`src/rtl/core/chr_pkg.sv`:
```
package chr_pkg;

  // splitmix64 finalizer constants
  localparam logic [63:0] GOLDEN_INCR = 64'h9E3779B97F4A7C15;
  localparam logic [63:0] MIX_MUL_A   = 64'hBF58476D1CE4E5B9;
  localparam logic [63:0] MIX_MUL_B   = 64'h94D049BB133111EB;
  localparam int unsigned SHIFT_A     = 30;
  localparam int unsigned SHIFT_B     = 27;
  localparam int unsigned SHIFT_C     = 31;

  localparam int unsigned WORD_W = 64;
  localparam int unsigned VAL_W  = 32;
  localparam int unsigned SPAN_W = VAL_W + 1;
  localparam int unsigned STEPS  = WORD_W;
  localparam int unsigned CNT_W  = $clog2(STEPS);

  typedef enum logic {
    OP_MUL = 1'b0,
    OP_MOD = 1'b1
  } op_t;

  typedef struct packed {
    logic start;
    op_t  op;
  } unit_ctl_t;

endpackage

```
`src/rtl/core/counter_hash_random_in_range.sv`:
```
// Counter-driven random integer in a signed inclusive range. Each request
// transaction carries lower and upper bounds; the block hashes (seed + counter)
// with the splitmix64 finalizer and returns lower + (hash mod span), where
// span = upper - lower + 1 is taken exactly in 33 bits. The counter advances by
// one for every request, including inverted bounds, which return the lower
// bound with out_tuser (range_error) set and skip the hash. One request is in
// flight at a time: in_tready is high only while the block is idle. A valid
// request passes from acceptance to out_tvalid through the setup state S_MIX,
// then three passes of 64 one-bit steps through the single shared shift-add
// unit (two 64-bit multiplies, one 64-by-33-bit remainder), each followed by a
// handoff. Inverted bounds answer in the cycle after acceptance. The seed
// register (reset 0) is written through the cfg channel, which is always
// ready; write it only while no request is outstanding.
module counter_hash_random_in_range (
  input  logic        clk,
  input  logic        rst_n,
  // request stream
  input  logic        in_tvalid,
  output logic        in_tready,
  input  logic [63:0] in_tdata,   // [31:0] lower_bound, [63:32] upper_bound
  // result stream
  output logic        out_tvalid,
  input  logic        out_tready,
  output logic [31:0] out_tdata,  // [31:0] random_value
  output logic        out_tuser,  // [0] range_error
  // seed write channel
  input  logic        cfg_valid,
  output logic        cfg_ready,
  input  logic [63:0] cfg_data    // seed
);

  typedef enum logic [5:0] {
    S_IDLE = 6'b000001,
    S_MIX  = 6'b000010,
    S_MUL1 = 6'b000100,
    S_MUL2 = 6'b001000,
    S_MOD  = 6'b010000,
    S_OUT  = 6'b100000
  } state_t;

  state_t                          state_r, state_nxt;
  logic [chr_pkg::WORD_W-1:0]      seed_r, seed_nxt;
  logic [chr_pkg::WORD_W-1:0]      count_r, count_nxt;
  logic [chr_pkg::WORD_W-1:0]      base_r, base_nxt;
  logic [chr_pkg::VAL_W-1:0]       lower_r, lower_nxt;
  logic [chr_pkg::SPAN_W-1:0]      span_r, span_nxt;
  logic [chr_pkg::VAL_W-1:0]       value_r, value_nxt;
  logic                            err_r, err_nxt;

  logic                            in_fire;
  logic [chr_pkg::VAL_W-1:0]       in_lower;
  logic [chr_pkg::VAL_W-1:0]       in_upper;
  logic                            in_inverted;
  logic [chr_pkg::SPAN_W-1:0]      in_span;
  logic [chr_pkg::WORD_W-1:0]      mix_v;
  logic [chr_pkg::WORD_W-1:0]      hash;

  chr_pkg::unit_ctl_t              u_ctl;
  logic [chr_pkg::WORD_W-1:0]      u_a;
  logic [chr_pkg::WORD_W-1:0]      u_b;
  logic                            u_done;
  logic [chr_pkg::WORD_W-1:0]      u_result;

  assign in_tready  = (state_r == S_IDLE);
  assign in_fire    = in_tvalid && in_tready;
  assign cfg_ready  = 1'b1;
  assign out_tvalid = (state_r == S_OUT);
  assign out_tdata  = value_r;
  assign out_tuser  = err_r;

  assign in_lower    = in_tdata[chr_pkg::VAL_W-1:0];
  assign in_upper    = in_tdata[2*chr_pkg::VAL_W-1:chr_pkg::VAL_W];
  assign in_inverted = ($signed(in_upper) < $signed(in_lower));
  // exact span in 33 bits: sign-extend both bounds, subtract, add one
  assign in_span = {in_upper[chr_pkg::VAL_W-1], in_upper}
                 - {in_lower[chr_pkg::VAL_W-1], in_lower}
                 + chr_pkg::SPAN_W'(1);

  // first mixer round before the first multiply
  always_comb begin
    mix_v = base_r + chr_pkg::GOLDEN_INCR;
    mix_v = mix_v ^ (mix_v >> chr_pkg::SHIFT_A);
  end

  assign hash = u_result ^ (u_result >> chr_pkg::SHIFT_C);

  always_comb begin
    state_nxt   = state_r;
    seed_nxt    = seed_r;
    count_nxt   = count_r;
    base_nxt    = base_r;
    lower_nxt   = lower_r;
    span_nxt    = span_r;
    value_nxt   = value_r;
    err_nxt     = err_r;
    u_ctl.start = 1'b0;
    u_ctl.op    = chr_pkg::OP_MUL;
    u_a         = mix_v;
    u_b         = chr_pkg::MIX_MUL_A;

    if (cfg_valid && cfg_ready) begin
      seed_nxt = cfg_data;
    end

    case (state_r)
      S_IDLE: begin
        if (in_fire) begin
          base_nxt  = seed_r + count_r;
          count_nxt = count_r + chr_pkg::WORD_W'(1);
          lower_nxt = in_lower;
          span_nxt  = in_span;
          if (in_inverted) begin
            // skip the hash: answer with the lower bound and flag it
            value_nxt = in_lower;
            err_nxt   = 1'b1;
            state_nxt = S_OUT;
          end else begin
            err_nxt   = 1'b0;
            state_nxt = S_MIX;
          end
        end
      end
      S_MIX: begin
        u_ctl.start = 1'b1;
        u_ctl.op    = chr_pkg::OP_MUL;
        u_a         = mix_v;
        u_b         = chr_pkg::MIX_MUL_A;
        state_nxt   = S_MUL1;
      end
      S_MUL1: begin
        if (u_done) begin
          u_ctl.start = 1'b1;
          u_ctl.op    = chr_pkg::OP_MUL;
          u_a         = u_result ^ (u_result >> chr_pkg::SHIFT_B);
          u_b         = chr_pkg::MIX_MUL_B;
          state_nxt   = S_MUL2;
        end
      end
      S_MUL2: begin
        if (u_done) begin
          u_ctl.start = 1'b1;
          u_ctl.op    = chr_pkg::OP_MOD;
          u_a         = hash;
          u_b         = {{(chr_pkg::WORD_W-chr_pkg::SPAN_W){1'b0}}, span_r};
          state_nxt   = S_MOD;
        end
      end
      S_MOD: begin
        if (u_done) begin
          // remainder is below span, so its low 32 bits carry the offset
          value_nxt = lower_r + u_result[chr_pkg::VAL_W-1:0];
          state_nxt = S_OUT;
        end
      end
      S_OUT: begin
        if (out_tready) begin
          state_nxt = S_IDLE;
        end
      end
      default: begin
        state_nxt = S_IDLE;
      end
    endcase
  end

  chr_unit u_unit (
    .clk    (clk),
    .rst_n  (rst_n),
    .ctl    (u_ctl),
    .opnd_a (u_a),
    .opnd_b (u_b),
    .done   (u_done),
    .result (u_result)
  );

  always_ff @(posedge clk) begin
    if (!rst_n) begin
      state_r <= S_IDLE;
      seed_r  <= '0;
      count_r <= '0;
      err_r   <= 1'b0;
    end else begin
      state_r <= state_nxt;
      seed_r  <= seed_nxt;
      count_r <= count_nxt;
      err_r   <= err_nxt;
    end
  end

  always_ff @(posedge clk) begin
    base_r  <= base_nxt;
    lower_r <= lower_nxt;
    span_r  <= span_nxt;
    value_r <= value_nxt;
  end

`ifndef ASSERT_OFF
  // a new request never lands while a result still waits
  a_no_overlap: assert property (@(posedge clk) disable iff (!rst_n)
    in_fire |-> !out_tvalid)
    else $error("request accepted while result pending");

  // the counter advances by exactly one per accepted request
  a_count_step: assert property (@(posedge clk) disable iff (!rst_n)
    in_fire |=> (count_r == $past(count_r) + chr_pkg::WORD_W'(1)))
    else $error("sequence counter did not advance by one");

  // a flagged result always returns the lower bound
  a_err_value: assert property (@(posedge clk) disable iff (!rst_n)
    (out_tvalid && out_tuser) |-> (out_tdata == lower_r))
    else $error("range error result differs from lower bound");

  // the shared unit only finishes while the sequencer waits on it
  a_done_state: assert property (@(posedge clk) disable iff (!rst_n)
    u_done |-> (state_r == S_MUL1 || state_r == S_MUL2 || state_r == S_MOD))
    else $error("shared unit finished outside a wait state");
`endif

endmodule

```
`src/rtl/core/chr_unit.sv`:
```
// Shared shift-add / shift-subtract unit: one bit per cycle.
// OP_MUL: result = (opnd_a * opnd_b) mod 2^64.
// OP_MOD: result = opnd_a mod opnd_b[32:0] (restoring division, remainder only).
module chr_unit (
  input  logic                       clk,
  input  logic                       rst_n,
  input  chr_pkg::unit_ctl_t         ctl,
  input  logic [chr_pkg::WORD_W-1:0] opnd_a,
  input  logic [chr_pkg::WORD_W-1:0] opnd_b,
  output logic                       done,
  output logic [chr_pkg::WORD_W-1:0] result
);

  logic                         busy_r, busy_nxt;
  logic                         done_r, done_nxt;
  chr_pkg::op_t                 op_r, op_nxt;
  logic [chr_pkg::CNT_W-1:0]    cnt_r, cnt_nxt;
  logic [chr_pkg::WORD_W-1:0]   acc_r, acc_nxt;
  logic [chr_pkg::WORD_W-1:0]   opnd_r, opnd_nxt;
  logic [chr_pkg::WORD_W-1:0]   mplier_r, mplier_nxt;

  logic [chr_pkg::SPAN_W:0]     trial;
  logic [chr_pkg::WORD_W-1:0]   add_a;
  logic [chr_pkg::WORD_W-1:0]   add_b;
  logic                         add_cin;
  logic [chr_pkg::WORD_W:0]     sum;
  logic                         last;

  // remainder shifted left with the next dividend bit
  assign trial = {acc_r[chr_pkg::SPAN_W-1:0], opnd_r[chr_pkg::WORD_W-1]};

  // the single adder: accumulate for multiply, trial subtract for modulo
  always_comb begin
    if (op_r == chr_pkg::OP_MUL) begin
      add_a   = acc_r;
      add_b   = opnd_r;
      add_cin = 1'b0;
    end else begin
      add_a   = {{(chr_pkg::WORD_W-chr_pkg::SPAN_W-1){1'b0}}, trial};
      add_b   = ~{{(chr_pkg::WORD_W-chr_pkg::SPAN_W){1'b0}},
                  mplier_r[chr_pkg::SPAN_W-1:0]};
      add_cin = 1'b1;
    end
    sum = {1'b0, add_a} + {1'b0, add_b} + {{chr_pkg::WORD_W{1'b0}}, add_cin};
  end

  assign last = (cnt_r == chr_pkg::CNT_W'(chr_pkg::STEPS - 1));

  always_comb begin
    busy_nxt   = busy_r;
    done_nxt   = 1'b0;
    op_nxt     = op_r;
    cnt_nxt    = cnt_r;
    acc_nxt    = acc_r;
    opnd_nxt   = opnd_r;
    mplier_nxt = mplier_r;
    if (!busy_r) begin
      if (ctl.start) begin
        busy_nxt   = 1'b1;
        op_nxt     = ctl.op;
        cnt_nxt    = '0;
        acc_nxt    = '0;
        opnd_nxt   = opnd_a;
        mplier_nxt = opnd_b;
      end
    end else begin
      cnt_nxt  = cnt_r + chr_pkg::CNT_W'(1);
      opnd_nxt = opnd_r << 1;
      if (op_r == chr_pkg::OP_MUL) begin
        if (mplier_r[0]) begin
          acc_nxt = sum[chr_pkg::WORD_W-1:0];
        end
        mplier_nxt = mplier_r >> 1;
      end else begin
        // carry out set means no borrow: trial >= divisor
        if (sum[chr_pkg::WORD_W]) begin
          acc_nxt = sum[chr_pkg::WORD_W-1:0];
        end else begin
          acc_nxt = {{(chr_pkg::WORD_W-chr_pkg::SPAN_W-1){1'b0}}, trial};
        end
      end
      if (last) begin
        busy_nxt = 1'b0;
        done_nxt = 1'b1;
      end
    end
  end

  always_ff @(posedge clk) begin
    if (!rst_n) begin
      busy_r <= 1'b0;
      done_r <= 1'b0;
      op_r   <= chr_pkg::OP_MUL;
      cnt_r  <= '0;
    end else begin
      busy_r <= busy_nxt;
      done_r <= done_nxt;
      op_r   <= op_nxt;
      cnt_r  <= cnt_nxt;
    end
  end

  always_ff @(posedge clk) begin
    acc_r    <= acc_nxt;
    opnd_r   <= opnd_nxt;
    mplier_r <= mplier_nxt;
  end

  assign done   = done_r;
  assign result = acc_r;

endmodule

```
`config.mk`:
```
export PLATFORM = sky130hd
export DESIGN_NAME = counter_hash_random_in_range
export DESIGN_NICKNAME = d
export VERILOG_FILES = /design/src/rtl/core/chr_pkg.sv /design/src/rtl/core/counter_hash_random_in_range.sv /design/src/rtl/core/chr_unit.sv
export SDC_FILE = /design/constraint.sdc
export NUM_CORES = 2
export LEC_CHECK = 0
export BUFFER_PORTS_ARGS = -buffer_cell sky130_fd_sc_hd__buf_2
export CAP_MARGIN = 20
export CORE_UTILIZATION = 60
export DETAILED_ROUTE_END_ITERATION = 10
export HOLD_SLACK_MARGIN = 0.05
export PLACE_DENSITY = 0.76
export REMOVE_ABC_BUFFERS = 1
export SETUP_SLACK_MARGIN = 0.3
export SLEW_MARGIN = 20
export SYNTH_ARGS = -nofsm -noshare
export SYNTH_HDL_FRONTEND = slang
export SYNTH_SLANG_ARGS = --single-unit
```
`constraint.sdc`:
```
create_clock -name clk -period 9.3 [get_ports clk]
set_input_delay 2.325 -clock clk [delete_from_list [all_inputs] [get_ports clk]]
set_output_delay 2.325 -clock clk [all_outputs]
set_load 0.01 [all_outputs]
```
==> metrics.md <==
| Metric | Value |
|---|---|
| Result of the run | `finished clean` |
| Final setup violation count | `0` |
| Overall via count from detail_route | `29,200` |
| Avg WL per Cell | `20.6 microns` |
| Async set or reset register ratio after synthesis | `0%` |
| Combined flip-flop and latch cell area | `0.0135 sq mm` |
| Worst skew pair latency | `630 ps` |
| Crit path time final | `6040 ps` |
| Area inside the core boundary | `0.0578 sq mm` |
| Area of the die | `0.0596 sq mm` |
| Fill cells | `4,817` |
| Sequential fraction of the synthesis area | `38.3%` |
| Hold Path Class | `reg2reg` |
| Postcts setup bufs | `0` |
| Cell count after synthesis | `3,814` |
| Antenna violations before repair | `1` |
| Met3 WL post-DR | `6870 microns` |
| Relative slew slack | `28.2%` |
| Clock root cell | `clkbuf_16` |
| TritonCTS clock tree | `built` |
| Row Count | `88` |
| Largest net degree at the start of global routing | `107` |
| Vias in the first global route | `27,400` |
| Post-CTS Hold Buffers | `0` |
| Number of enable-type register cells in the synthesized netlist | `352` |
| Arrival time at the worst endpoint | `6380 ps` |
| Setup_tns | `0 ps` |
| Number of distinct library cells after synthesis | `94` |
| Maximum clock rate | `0.166 GHz` |
| DRC viols | `0` |
| Number of nets with antenna violations after detailed routing | `0` |
| Maximum clock insertion buffer count | `3` |
| Post-DP HPWL | `71,500 microns` |
| CTS buffer count | `56` |
| Number of synthesized register bits | `497` |
| CTS sink count | `497` |
| Layout cell share with drive strength beyond 1 | `10.2%` |
| DR WL met2 | `44,700 microns` |
| Worst-path fanout max | `4` |
| All-layer global routing usage | `31.8%` |
| Placer congestion estimate | `0.964` |
| Routed metal-1 wire length | `40,300 microns` |
| Power per cell area | `174 mW/mm^2` |
| Via density per instance | `6.19` |
| Transition at the pin with the smallest max-transition slack | `1080 ps` |
| Die outline height | `244 microns` |
| Summed instance area of the synthesized netlist | `0.0352 sq mm` |
| Number of max-capacitance violations reported | `0` |
| Leakage dissipation | `15.9 nW` |
| Post-CTS sizing | `0` |
| Number of nets in the final layout | `4,274` |
| GRT Residual Overflow | `0` |
| Detailed Route Iter0 Violations | `2,639` |
| Share of the clock period used by the worst path | `65.0%` |
| Area occupied by multi-input gates | `0.0205 sq mm` |
| DR top layer | `met4` |
| Worst-case clock skew | `26.0 ps` |
| Number of primary I/O pins | `169` |
| Clock slew seen by the registers of the worst setup and hold paths | `60 ps` |
| Global-route wire length before repair | `151,000 microns` |
| Synthesis-to-finish area growth | `9.50%` |
| Initial DRT Pass Iterations | `8` |
| RSZ-0062 raised after global routing | `false` |
| Maximum resistive drop on vdd | `0.155 mV` |
| Predominant post-synthesis flop cell | `edfxtp_1` |
| Worst hold margin | `501 ps` |
| CP Capture Type | `flip-flop` |
| Initial Utilization | `60.9%` |
| Req. time, crit path | `9640 ps` |
| Warnings, synthesis | `0` |
| Total of buffers placed on input and output ports | `167` |
| Final hold violation count | `0` |
| Syn avg cell area | `9.22 sq um` |
| H-tree depth reported by CTS | `2` |
| Max Slew Vio Count | `0` |
| Kind of critical path | `in2reg` |
| Drt total wl | `96,700 microns` |
| Critical Path Source Type | `input pin` |
| DIE WIDTH | `244 microns` |
==> area by class of cell <==
class                           count  share of cell area, %
Antenna cell                        1                0.00650
Clock buffer                       81                   4.42
Clock inverter                     23                  0.601
Inverter                          150                   1.46
Multi-Input combinational cell   2996                   53.3
Sequential cell                   497                   35.0
Tap cell                          765                   2.48
Timing Repair Buffer              194                   2.71
==> stage by stage <==
stage	instance area [sq um]	power, W	utilization [%]	setup slack (ps)	cells
detailed placement	36600	0.00440	63.3	2760	4602
floorplan	34500	0.00391	-	1100	3643
global placement	36600	0.00438	63.3	2930	4602
finish	38500	0.00671	66.6	3260	4707
global route	38500	0.00696	66.6	2960	4707
CTS	38500	0.00670	66.6	3420	4706
==> power by group <==
group | leakage [nW] | switching, W | internal (W) | total [W]
combinational | 10.5 | 0.000966 | 0.000598 | 0.00156
clock | 0.950 | 0.000932 | 0.00138 | 0.00231
sequential | 4.43 | 0.000189 | 0.00265 | 0.00284
total | 15.9 | 0.00209 | 0.00462 | 0.00671
==> logic make-up (layout without fill, tap and decap cells) <==
family | Yosys count | in the layout | synth area share, %
DFF | 497 | 497 | 38.3
AOI/OAI and AO/OA | 1072 | 1072 | 19.5
adders and majority gates | 246 | 246 | 9.18
and+or+nand+nor | 1189 | 1189 | 16.8
buffers and inverters | 321 | 448 | 3.48
muxes | 131 | 131 | 3.86
xor gates and xnor gates | 357 | 357 | 8.93
other | 1 | 2 | 0.0107
==> state kept, by name, summed over array words and instances, names as in the netlist <==
name	cells
base_r	64
count_r	64
lower_r	32
out_tdata	32
out_tuser	1
seed_r	64
span_r	33
state_r	6
u_unit.busy_r	1
u_unit.cnt_r	6
u_unit.done	1
u_unit.mplier_r	64
u_unit.op_r	1
u_unit.opnd_r	64
u_unit.result	64
==> worst paths after layout <==
check                                     from  depth (start not counted)  slack, ps                              end
setup / recovery                   in_tdata[2]                         14       3260             span_r[30]$_DFFE_PP_
setup reg to reg      u_unit.op_r$_SDFFE_PN0P_                         13       3920  u_unit.result[52]$_SDFFCE_PN0P_
hold reg to reg   u_unit.cnt_r[4]$_SDFFE_PN0P_                          1        500     u_unit.cnt_r[4]$_SDFFE_PN0P_
hold / removal    u_unit.cnt_r[4]$_SDFFE_PN0P_                          1        500     u_unit.cnt_r[4]$_SDFFE_PN0P_
==> synthesized netlist by cell type (all sizes together) (30+ instances only) <==
library cell	number	area [sq um]
edfxtp	352	10600
nand2	316	1190
a21oi	304	1530
nor2	272	1020
o21ai	228	1140
ha	226	2830
xnor2	197	1730
xor2	159	1390
clkbuf	156	586
inv	150	563
dfxtp	145	2900
nor2b	123	769
a21o	122	916
nand3	98	490
mux2i	94	941
and2	80	500
nor3	51	272
and3	49	307
or2	48	300
o22ai	44	275
a211oi	43	323
a31oi	40	250
o21bai	38	289
mux2	37	417
o21a	34	255
nand4	33	206
a22oi	30	225
==> layer usage <==
layer  vias to the layer above  track usage (%)
li1                      14100                -
met1                     13800             41.4
met2                      1091             52.6
met3                       244             4.24
met4                         0             14.5
met5                         -                0
==> worst max-delay path, cell delays in order <==
cell	delay, ps
buf_2	100
inv_1	40
ha_1	320
ha_1	300
a21o_1	180
a21oi_1	250
o21bai_1	120
a2111oi_0	760
a2111oi_0	380
o31ai_1	570
nand2_1	250
and4_1	270
a2111oi_2	360
a221oi_1	140
==> cells in the final DEF, fill, tap and decap left out, drive strengths merged, types with 27 or more instances in the layout <==
master,netlist,routed
a21oi,304,304
and3,49,49
xnor2,197,197
a22oi,30,30
o21bai,38,38
o21a,34,34
o211ai,27,27
nor2b,123,123
mux2,37,37
a31oi,40,40
nand3,98,98
a21o,122,122
buf,15,194
and2,80,80
edfxtp,352,352
nand4,33,33
nor3,51,51
nor2,272,272
xor2,159,159
mux2i,94,94
o22ai,44,44
clkbuf,156,81
o21ai,228,228
inv,150,151
dfxtp,145,145
ha,226,226
nand2,316,316
or2,48,48
or3,27,27
a211oi,43,43
Note: power is estimated with default switching activity, not from simulation.
